`src/hw/rtl/rcsp_pkg.sv`:
```
// Shared codes, characters and reset values for the request stream parser.
package rcsp_pkg;

    // Default widths
    localparam int COUNT_BITS_DEF = 21;
    localparam int LEN_BITS_DEF   = 30;

    // Configuration reset values
    localparam int MAX_COUNT_RESET = 1024 * 1024;
    localparam int MAX_LEN_RESET   = 512 * 1024 * 1024;

    // Configuration register indexes
    localparam logic REG_MAX_COUNT = 1'b0;
    localparam logic REG_MAX_LEN   = 1'b1;

    // Framing characters
    localparam logic [7:0] CH_STAR   = 8'h2A;
    localparam logic [7:0] CH_DOLLAR = 8'h24;
    localparam logic [7:0] CH_MINUS  = 8'h2D;
    localparam logic [7:0] CH_CR     = 8'h0D;
    localparam logic [7:0] CH_LF     = 8'h0A;
    localparam logic [7:0] CH_0      = 8'h30;
    localparam logic [7:0] CH_9      = 8'h39;

    // Per-byte result codes
    typedef enum logic [2:0] {
        EVT_FRAME    = 3'd0,
        EVT_PAYLOAD  = 3'd1,
        EVT_END      = 3'd2,
        EVT_NULL_END = 3'd3,
        EVT_ERROR    = 3'd4,
        EVT_IGNORED  = 3'd5,
        EVT_HEADER   = 3'd6
    } evt_code_t;

    // Status of the number line being parsed
    typedef struct packed {
        logic neg;
        logic digit_seen;
        logic bad;
    } line_flags_t;

endpackage

```
`src/hw/rtl/rcsp_line_acc.sv`:
```
// Decimal line accumulator: takes one byte of a count or length line.
module rcsp_line_acc #(
    parameter int LEN_BITS = rcsp_pkg::LEN_BITS_DEF
) (
    input  logic [7:0]                byte_i,
    input  logic [LEN_BITS-1:0]       accum_i,
    input  rcsp_pkg::line_flags_t     flags_i,
    input  logic                      force_bad_i,
    output logic [LEN_BITS-1:0]       accum_o,
    output rcsp_pkg::line_flags_t     flags_o
);
    import rcsp_pkg::*;

    localparam int ACC_W = LEN_BITS + 4;
    localparam logic [LEN_BITS-1:0] LEN_MASK = '1;

    logic [ACC_W-1:0] acc_ext;
    logic [ACC_W-1:0] acc_x10;
    logic [ACC_W-1:0] acc_sum;

    // accum * 10 + digit, saturating at all ones
    assign acc_ext = {4'b0000, accum_i};
    assign acc_x10 = (acc_ext << 3) + (acc_ext << 1);
    assign acc_sum = acc_x10 + {{(ACC_W-4){1'b0}}, byte_i[3:0]};

    always_comb begin
        accum_o = accum_i;
        flags_o = flags_i;
        if (force_bad_i) begin
            flags_o.bad = 1'b1;
        end
        if (byte_i == CH_CR) begin
            // line end candidate: no change
        end else if (byte_i == CH_MINUS) begin
            if (flags_i.digit_seen || flags_i.neg) begin
                flags_o.bad = 1'b1;
            end else begin
                flags_o.neg = 1'b1;
            end
        end else if (byte_i inside {[CH_0:CH_9]}) begin
            accum_o = (acc_sum >= {4'b0000, LEN_MASK}) ? LEN_MASK : acc_sum[LEN_BITS-1:0];
            flags_o.digit_seen = 1'b1;
        end else begin
            flags_o.bad = 1'b1;
        end
    end

endmodule

```
`src/hw/rtl/rcsp_parser.sv`:
```
// Parser state machine: framing phases, limits, element counting and results.
module rcsp_parser #(
    parameter int COUNT_BITS = rcsp_pkg::COUNT_BITS_DEF,
    parameter int LEN_BITS   = rcsp_pkg::LEN_BITS_DEF,
    parameter int CFG_W      = (COUNT_BITS > LEN_BITS) ? COUNT_BITS : LEN_BITS
) (
    input  logic                  aclk,
    input  logic                  aresetn,
    input  logic                  take_i,
    input  logic [7:0]            byte_i,
    input  logic                  cfg_wr_en_i,
    input  logic                  cfg_index_i,
    input  logic [CFG_W-1:0]      cfg_data_i,
    output rcsp_pkg::evt_code_t   evt_o,
    output logic [COUNT_BITS-2:0] idx_o,
    output logic [LEN_BITS-1:0]   len_o,
    output logic                  done_o
);
    import rcsp_pkg::*;

    typedef enum logic [3:0] {
        PH_STAR, PH_CNT_LINE, PH_CNT_CR, PH_DOLLAR, PH_LEN_LINE,
        PH_LEN_CR, PH_PAYLOAD, PH_TRAIL_CR, PH_TRAIL_LF
    } phase_t;

    localparam logic [LEN_BITS-1:0] LEN_MASK = '1;
    localparam logic [LEN_BITS-1:0] LEN_ONE  = LEN_BITS'(1);

    phase_t                phase_reg, phase_next;
    logic [LEN_BITS-1:0]   accum_reg, accum_next;
    line_flags_t           flags_reg, flags_next;
    logic [COUNT_BITS-1:0] left_reg, left_next;
    logic [COUNT_BITS-2:0] cur_reg, cur_next;
    logic [LEN_BITS-1:0]   pay_reg, pay_next;
    logic                  err_reg, err_next;
    logic [COUNT_BITS-1:0] max_count_reg;
    logic [LEN_BITS-1:0]   max_len_reg;

    logic [LEN_BITS-1:0]   acc_line;
    line_flags_t           flags_line;
    logic                  in_cr_phase;
    logic [COUNT_BITS-1:0] left_dec;
    logic [LEN_BITS-1:0]   pay_dec;
    logic [CFG_W-1:0]      accum_wide;
    logic [CFG_W-1:0]      max_count_wide;
    logic                  count_bad;

    assign in_cr_phase = (phase_reg == PH_CNT_CR) || (phase_reg == PH_LEN_CR);

    rcsp_line_acc #(.LEN_BITS(LEN_BITS)) u_line_acc (
        .byte_i      (byte_i),
        .accum_i     (accum_reg),
        .flags_i     (flags_reg),
        .force_bad_i (in_cr_phase),
        .accum_o     (acc_line),
        .flags_o     (flags_line)
    );

    assign left_dec       = left_reg - 1'b1;
    assign pay_dec        = pay_reg - 1'b1;
    assign accum_wide     = CFG_W'(accum_reg);
    assign max_count_wide = CFG_W'(max_count_reg);

    // Element count line checks
    assign count_bad = flags_reg.bad || !flags_reg.digit_seen || flags_reg.neg ||
                       (accum_reg == LEN_MASK) || (accum_reg == '0) ||
                       (accum_wide > max_count_wide);

    // Next state and result for one byte
    always_comb begin
        phase_next = phase_reg;
        accum_next = accum_reg;
        flags_next = flags_reg;
        left_next  = left_reg;
        cur_next   = cur_reg;
        pay_next   = pay_reg;
        err_next   = err_reg;
        evt_o      = EVT_FRAME;
        len_o      = '0;
        done_o     = 1'b0;

        if (err_reg) begin
            evt_o = EVT_IGNORED;
        end else begin
            case (phase_reg)
                PH_STAR: begin
                    if (byte_i == CH_STAR) begin
                        accum_next = '0;
                        flags_next = '0;
                        phase_next = PH_CNT_LINE;
                    end else begin
                        evt_o = EVT_ERROR;
                    end
                end
                PH_DOLLAR: begin
                    if (byte_i == CH_DOLLAR) begin
                        accum_next = '0;
                        flags_next = '0;
                        phase_next = PH_LEN_LINE;
                    end else begin
                        evt_o = EVT_ERROR;
                    end
                end
                PH_CNT_LINE, PH_LEN_LINE: begin
                    accum_next = acc_line;
                    flags_next = flags_line;
                    if (byte_i == CH_CR) begin
                        phase_next = (phase_reg == PH_CNT_LINE) ? PH_CNT_CR : PH_LEN_CR;
                    end
                end
                PH_CNT_CR: begin
                    if (byte_i != CH_LF) begin
                        // lone CR: bad line, keep parsing it
                        accum_next = acc_line;
                        flags_next = flags_line;
                        phase_next = (byte_i == CH_CR) ? PH_CNT_CR : PH_CNT_LINE;
                    end else if (count_bad) begin
                        evt_o = EVT_ERROR;
                    end else begin
                        left_next  = accum_wide[COUNT_BITS-1:0];
                        cur_next   = '0;
                        phase_next = PH_DOLLAR;
                    end
                end
                PH_LEN_CR: begin
                    if (byte_i != CH_LF) begin
                        accum_next = acc_line;
                        flags_next = flags_line;
                        phase_next = (byte_i == CH_CR) ? PH_LEN_CR : PH_LEN_LINE;
                    end else if (flags_reg.bad || !flags_reg.digit_seen ||
                                 accum_reg == LEN_MASK) begin
                        evt_o = EVT_ERROR;
                    end else if (flags_reg.neg && accum_reg == LEN_ONE) begin
                        // null element closes at once
                        evt_o     = EVT_NULL_END;
                        left_next = left_dec;
                        if (left_dec == '0) begin
                            cur_next   = '0;
                            phase_next = PH_STAR;
                            done_o     = 1'b1;
                        end else begin
                            cur_next   = cur_reg + 1'b1;
                            phase_next = PH_DOLLAR;
                        end
                    end else if ((flags_reg.neg && accum_reg != '0) ||
                                 accum_reg > max_len_reg) begin
                        evt_o = EVT_ERROR;
                    end else begin
                        evt_o      = EVT_HEADER;
                        len_o      = accum_reg;
                        pay_next   = accum_reg;
                        phase_next = (accum_reg == '0) ? PH_TRAIL_CR : PH_PAYLOAD;
                    end
                end
                PH_PAYLOAD: begin
                    evt_o    = EVT_PAYLOAD;
                    pay_next = pay_dec;
                    if (pay_dec == '0) begin
                        phase_next = PH_TRAIL_CR;
                    end
                end
                PH_TRAIL_CR: begin
                    flags_next.bad = (byte_i != CH_CR);
                    phase_next     = PH_TRAIL_LF;
                end
                PH_TRAIL_LF: begin
                    if (flags_reg.bad || byte_i != CH_LF) begin
                        evt_o = EVT_ERROR;
                    end else begin
                        evt_o     = EVT_END;
                        left_next = left_dec;
                        if (left_dec == '0) begin
                            cur_next   = '0;
                            phase_next = PH_STAR;
                            done_o     = 1'b1;
                        end else begin
                            cur_next   = cur_reg + 1'b1;
                            phase_next = PH_DOLLAR;
                        end
                    end
                end
                default: begin
                    evt_o = EVT_ERROR;
                end
            endcase
            if (evt_o == EVT_ERROR) begin
                err_next = 1'b1;
            end
        end
    end

    assign idx_o = cur_reg;

    // State and configuration registers
    always_ff @(posedge aclk) begin
        if (!aresetn) begin
            phase_reg     <= PH_STAR;
            accum_reg     <= '0;
            flags_reg     <= '0;
            left_reg      <= '0;
            cur_reg       <= '0;
            pay_reg       <= '0;
            err_reg       <= 1'b0;
            max_count_reg <= COUNT_BITS'(MAX_COUNT_RESET);
            max_len_reg   <= LEN_BITS'(MAX_LEN_RESET);
        end else begin
            if (take_i) begin
                phase_reg <= phase_next;
                accum_reg <= accum_next;
                flags_reg <= flags_next;
                left_reg  <= left_next;
                cur_reg   <= cur_next;
                pay_reg   <= pay_next;
                err_reg   <= err_next;
            end
            if (cfg_wr_en_i) begin
                if (cfg_index_i == REG_MAX_COUNT) begin
                    max_count_reg <= cfg_data_i[COUNT_BITS-1:0];
                end else if (cfg_index_i == REG_MAX_LEN) begin
                    max_len_reg <= cfg_data_i[LEN_BITS-1:0];
                end
            end
        end
    end

endmodule

```
`src/hw/rtl/rcsp_out_buf.sv`:
```
// Output register with skid stage so the input side can take one more item under stall.
module rcsp_out_buf #(
    parameter int DATA_W = 8
) (
    input  logic              aclk,
    input  logic              aresetn,
    input  logic              in_valid,
    output logic              in_ready,
    input  logic [DATA_W-1:0] in_data,
    output logic              out_valid,
    input  logic              out_ready,
    output logic [DATA_W-1:0] out_data
);
    logic              out_valid_reg;
    logic [DATA_W-1:0] out_data_reg;
    logic              skid_valid_reg;
    logic [DATA_W-1:0] skid_data_reg;
    logic              in_take;
    logic              out_free;

    assign in_ready  = !skid_valid_reg;
    assign in_take   = in_valid && in_ready;
    assign out_free  = !out_valid_reg || out_ready;
    assign out_valid = out_valid_reg;
    assign out_data  = out_data_reg;

    // Control
    always_ff @(posedge aclk) begin
        if (!aresetn) begin
            out_valid_reg  <= 1'b0;
            skid_valid_reg <= 1'b0;
        end else if (out_free) begin
            out_valid_reg  <= skid_valid_reg || in_take;
            skid_valid_reg <= 1'b0;
        end else if (in_take) begin
            skid_valid_reg <= 1'b1;
        end
    end

    // Data
    always_ff @(posedge aclk) begin
        if (out_free) begin
            out_data_reg <= skid_valid_reg ? skid_data_reg : in_data;
        end else if (in_take) begin
            skid_data_reg <= in_data;
        end
    end

endmodule

```
`src/hw/rtl/resp_command_stream_parser_core.sv`:
```
// Top level of the request stream parser: byte parser and result buffer.
//
//  Channel   Direction  Handshake         Carries
//  s_        in         s_valid/s_ready   s_in_byte, one stream byte
//  m_        out        m_valid/m_ready   one result per byte
//  cfg_      in         cfg_wr_en         max_array_count, max_string_length
//
// One byte per cycle while m_ does not stall: a byte is parsed in the cycle
// it is taken and its result is registered in the output register. Reset
// restores the limits to their defaults. While m_ stalls, one more byte is
// taken into the skid stage; s_ready then drops until the stall clears.
module resp_command_stream_parser_core #(
    parameter int COUNT_BITS = rcsp_pkg::COUNT_BITS_DEF,
    parameter int LEN_BITS   = rcsp_pkg::LEN_BITS_DEF,
    parameter int CFG_W      = (COUNT_BITS > LEN_BITS) ? COUNT_BITS : LEN_BITS
) (
    input  logic                  aclk,
    input  logic                  aresetn,
    input  logic                  s_valid,
    output logic                  s_ready,
    input  logic [7:0]            s_in_byte,
    output logic                  m_valid,
    input  logic                  m_ready,
    output logic [2:0]            m_event_res,
    output logic [7:0]            m_data_byte,
    output logic [COUNT_BITS-2:0] m_element_index,
    output logic [LEN_BITS-1:0]   m_element_length,
    output logic                  m_request_done,
    input  logic                  cfg_wr_en,
    input  logic                  cfg_index,
    input  logic [CFG_W-1:0]      cfg_data
);
    import rcsp_pkg::*;

    localparam int RES_W = 3 + 8 + (COUNT_BITS - 1) + LEN_BITS + 1;

    evt_code_t             evt;
    logic [COUNT_BITS-2:0] idx;
    logic [LEN_BITS-1:0]   len;
    logic                  done;
    logic                  take;
    logic [RES_W-1:0]      res_in;
    logic [RES_W-1:0]      res_out;

    assign take = s_valid && s_ready;

    rcsp_parser #(
        .COUNT_BITS (COUNT_BITS),
        .LEN_BITS   (LEN_BITS),
        .CFG_W      (CFG_W)
    ) u_parser (
        .aclk        (aclk),
        .aresetn     (aresetn),
        .take_i      (take),
        .byte_i      (s_in_byte),
        .cfg_wr_en_i (cfg_wr_en),
        .cfg_index_i (cfg_index),
        .cfg_data_i  (cfg_data),
        .evt_o       (evt),
        .idx_o       (idx),
        .len_o       (len),
        .done_o      (done)
    );

    // Pack one result for the output buffer
    assign res_in = {evt, s_in_byte, idx, len, done};

    rcsp_out_buf #(.DATA_W(RES_W)) u_out_buf (
        .aclk      (aclk),
        .aresetn   (aresetn),
        .in_valid  (s_valid),
        .in_ready  (s_ready),
        .in_data   (res_in),
        .out_valid (m_valid),
        .out_ready (m_ready),
        .out_data  (res_out)
    );

    assign {m_event_res, m_data_byte, m_element_index, m_element_length, m_request_done} =
        res_out;

endmodule

```
`config.mk`:
```
export PLATFORM = sky130hd
export DESIGN_NAME = resp_command_stream_parser_core
export DESIGN_NICKNAME = d
export VERILOG_FILES = /design/src/hw/rtl/rcsp_pkg.sv /design/src/hw/rtl/rcsp_line_acc.sv /design/src/hw/rtl/rcsp_parser.sv /design/src/hw/rtl/rcsp_out_buf.sv /design/src/hw/rtl/resp_command_stream_parser_core.sv
export SDC_FILE = /design/constraint.sdc
export NUM_CORES = 1
export LEC_CHECK = 0
export ABC_AREA = 1
export BUFFER_PORTS_ARGS = -buffer_cell sky130_fd_sc_hd__buf_2
export CAP_MARGIN = 25
export CORE_MARGIN = 3
export CORE_UTILIZATION = 60
export DETAILED_ROUTE_END_ITERATION = 8
export PLACE_DENSITY = 0.79
export SKIP_CTS_REPAIR_TIMING = 1
export SLEW_MARGIN = 30
export SYNTH_ARGS = -nofsm -noshare
export SYNTH_HDL_FRONTEND = slang
export SYNTH_SLANG_ARGS = --single-unit
```
`constraint.sdc`:
```
create_clock -name aclk -period 7.8 [get_ports aclk]
set_input_delay 0.78 -clock aclk [delete_from_list [all_inputs] [get_ports aclk]]
set_output_delay 0.78 -clock aclk [all_outputs]
set_load 0.02 [all_outputs]
```
==> out/metrics.cfg <==
[logic_synthesis]
synth-seq-cells = 286
synth.avg_cell_area_um2 = 7.307
synth_edf_count = 124
synth_fp_nets = 2598
yosysSeqAreaShare_pct = 39.12
netlist_instances = 2437
ys.flop_type = dfxtp_1
ys_warn_count = 0
yosysUniqueCellTypes = 46
syn_area_mm2 = 0.01781
synth-async-reset-ratio_pct = 0

[layout]
final_core_utilization_pct = 67.89
nets = 2670
mostFrequentLayoutCells = nand2_1 (607), inv_1 (319), nor2_1 (244), a21oi_1 (178), o21ai_0 (172)
syn_to_final_growth_pct = 10.62
final_common_cell = nand2_1
finalNonFillerCells = 2917
diodes = 0
drive_above_1_share_pct = 9.672

[timing]
tightest_slew_ns = 0.9401
fin_tns_setup_ns = 0
setup_ws_ns = 3.435
slew_violations = 0
fin_crit_sh_pct = 55.96
rsz0062_at_grt = false
fin_skew_ns = 0.03721
hold_viol_final = 0
period_needed_ns = 4.365
clock.fmax_ghz = 0.2291
maxSlewHeadroom_pct = 36.94
setup_viol = 0

[critical_path]
crit_path_start = u_parser.accum_reg[20]$_SDFFE_PN0P_
crit_chain = ha_1, ha_1, nand2_1, nor2_1, nand2_1, nor2_1, nand2_1, nand4_1, nand2_1, nor2_1, nand2_1, nor2_1, nand4_1, buf_4, nand3_1, nand2_1, a21oi_1
cp_num_buf_inv = 1
r2r-start = u_parser.accum_reg[20]$_SDFFE_PN0P_
arrival_ns = 4.86
crit_top_cell = nand2_1
critPathKind = reg -> reg
crit_path_start_kind = register
worstPathRequired_ns = 8.30
path_max_fanout = 16
critPathTopFamily = simple AND/OR/NAND/NOR gates
crit_path_max_incr_delay_ns = 0.80
endpoint_kind = register
slowest_stage = dfxtp_1

[route]
drtIter0Drc = 1554
drc = 0
vias = 16599
viasPerCell = 5.690
wirelength_mm = 52.01
ant_nets = 0
firstDrtPassIters = 9
routedWlPerCell_um = 17.83

[power_and_ir_drop]
power_switching_mw = 1.282
combPwrFrac_pct = 20.5
intPower_mw = 2.863
seq_power_share_pct = 41.2
netSwitchingFraction_pct = 30.94
pwr-share-clk_pct = 38.3
p_leak_nw = 9.165
peakVddDrop_mv = 0.2064
power_density_mw_per_mm2 = 210.4

[cts]
cts_buffer_depth = 3
htreeDepth = 1
cts_root_buf = clkbuf_16
cts_tree = built
cts.sinks = 286
clkTransAtPathRegs_ns = 0.07
cts_buffers = 30
clk_latency_ns = 0.60

[grt]
grt_pass1_vias = 15787
grt_max_degree = 85
grt_usage_pct = 32.32
overflow = 0
grt_pass1_wl_mm = 82.07
antenna_found_initial = 2

[die]
pin_count = 108
die_area_mm2 = 0.03178
std_cell_rows = 62
die_w_um = 178.3
initial_core_util_pct = 61.38
die-height_um = 178.3
coreArea_mm2 = 0.02901

[placed_design]
preCtsSetupSlack_ns = 3.355
portBuffers = 107
dp_hpwl_mm = 38.61
placed_cells = 2861
gp_congestion = 0.9661

[worst_hold_path]
hold_path.startpoint = s_in_byte[6]
min_path_type = in -> reg

[status]
status = finished, final reports clean

[run]
cap_violations = 0

==> Yosys cell counts (all sizes together), types with 2 or more instances <==
master / n / area, µm²
dfxtp: 162 / 3243
o21a: 2 / 15.01
buf: 29 / 171.4
mux2: 30 / 337.8
nor2: 258 / 996.0
and2: 2 / 12.51
nand3b: 8 / 63.81
a211oi: 10 / 75.07
xnor2: 18 / 157.7
o2111ai: 3 / 26.28
fa: 2 / 40.04
or2: 3 / 18.77
edfxtp: 124 / 3724
nor3: 61 / 326.6
o21ai: 180 / 900.9
nor3b: 8 / 60.06
inv: 335 / 1257
xor2: 47 / 411.6
clkbuf: 51 / 191.4
nand2: 610 / 2295
nand3: 113 / 585.6
and3: 2 / 12.51
o211ai: 7 / 52.55
a21oi: 178 / 890.9
ha: 115 / 1439
a31oi: 12 / 75.07
nand4: 48 / 300.3
nor4: 13 / 81.33
==> final cells by class <==
class                      instances  area (µm²)
multi-input combinational       1735        9236
sequential                       286        6968
timing repair buffer             120       636.9
clock buffer                      36       813.3
clock inverter                    20       300.3
fill                            2553        9315
tap                              384       480.5
inverter                         336        1262
==> through the flow <==
step	total power, mW	hold WS [ns]	instance area [µm²]
3_3_place_gp	2.548	0.4482	18560
6_report	4.145	0.4239	19700
4_1_cts	4.150	0.4102	19690
2_1_floorplan	2.356	0.4353	17810
3_5_place_dp	2.572	0.4532	18580
5_1_grt	4.337	0.4121	19700
==> metal layers <==
| metal | vias to the layer above | GRT usage [%] | share of wire, % |
|---|---|---|---|
| li1 | 8159 | - | - |
| met4 | 4 | 14.19 | 4.7 |
| met1 | 7632 | 42.49 | 42 |
| met5 | - | 0 | 0.050 |
| met2 | 651 | 53.44 | 46 |
| met3 | 153 | 4.278 | 7.4 |
==> worst reg2reg max path, stage by stage, from the launching register on <==
cell	delay, ns
dfxtp_1	0.80
ha_1	0.40
ha_1	0.39
nand2_1	0.14
nor2_1	0.29
nand2_1	0.20
nor2_1	0.12
nand2_1	0.07
nand4_1	0.09
nand2_1	0.14
nor2_1	0.12
nand2_1	0.06
nor2_1	0.10
nand4_1	0.56
buf_4	0.45
nand3_1	0.09
nand2_1	0.10
a21oi_1	0.15
==> power by group through the flow <==
stage | Combinational, mW | Clock [mW] | Sequential (mW)
6_report | 0.849 | 1.59 | 1.71
4_1_cts | 0.841 | 1.60 | 1.71
2_1_floorplan | 0.587 | 0 | 1.77
3_5_place_dp | 0.834 | 0 | 1.74
5_1_grt | 0.955 | 1.67 | 1.72
3_3_place_gp | 0.814 | 0 | 1.73
==> final timing paths <==
path	endpoint	slack, ns	cells past startpoint
worst max-delay path	u_parser.accum_reg[4]$_SDFFE_PN0P_	3.44	17
worst min-delay path	u_out_buf.skid_data_reg[57]$_DFFE_PP_	0.42	1
worst max register to register	u_parser.accum_reg[4]$_SDFFE_PN0P_	3.44	17
worst min register to register	u_parser.max_len_reg[9]$_SDFFE_PN0P_	0.46	2
==> kinds of logic after synthesis <==
kind of cell | share of synthesized area (%)
compound gates | 11.67
xor+xnor | 3.197
fa+ha+maj | 8.305
buf+inv | 9.120
flops | 39.12
mux | 1.897
simple gates | 26.69
Power figures use the tool's default switching activity.
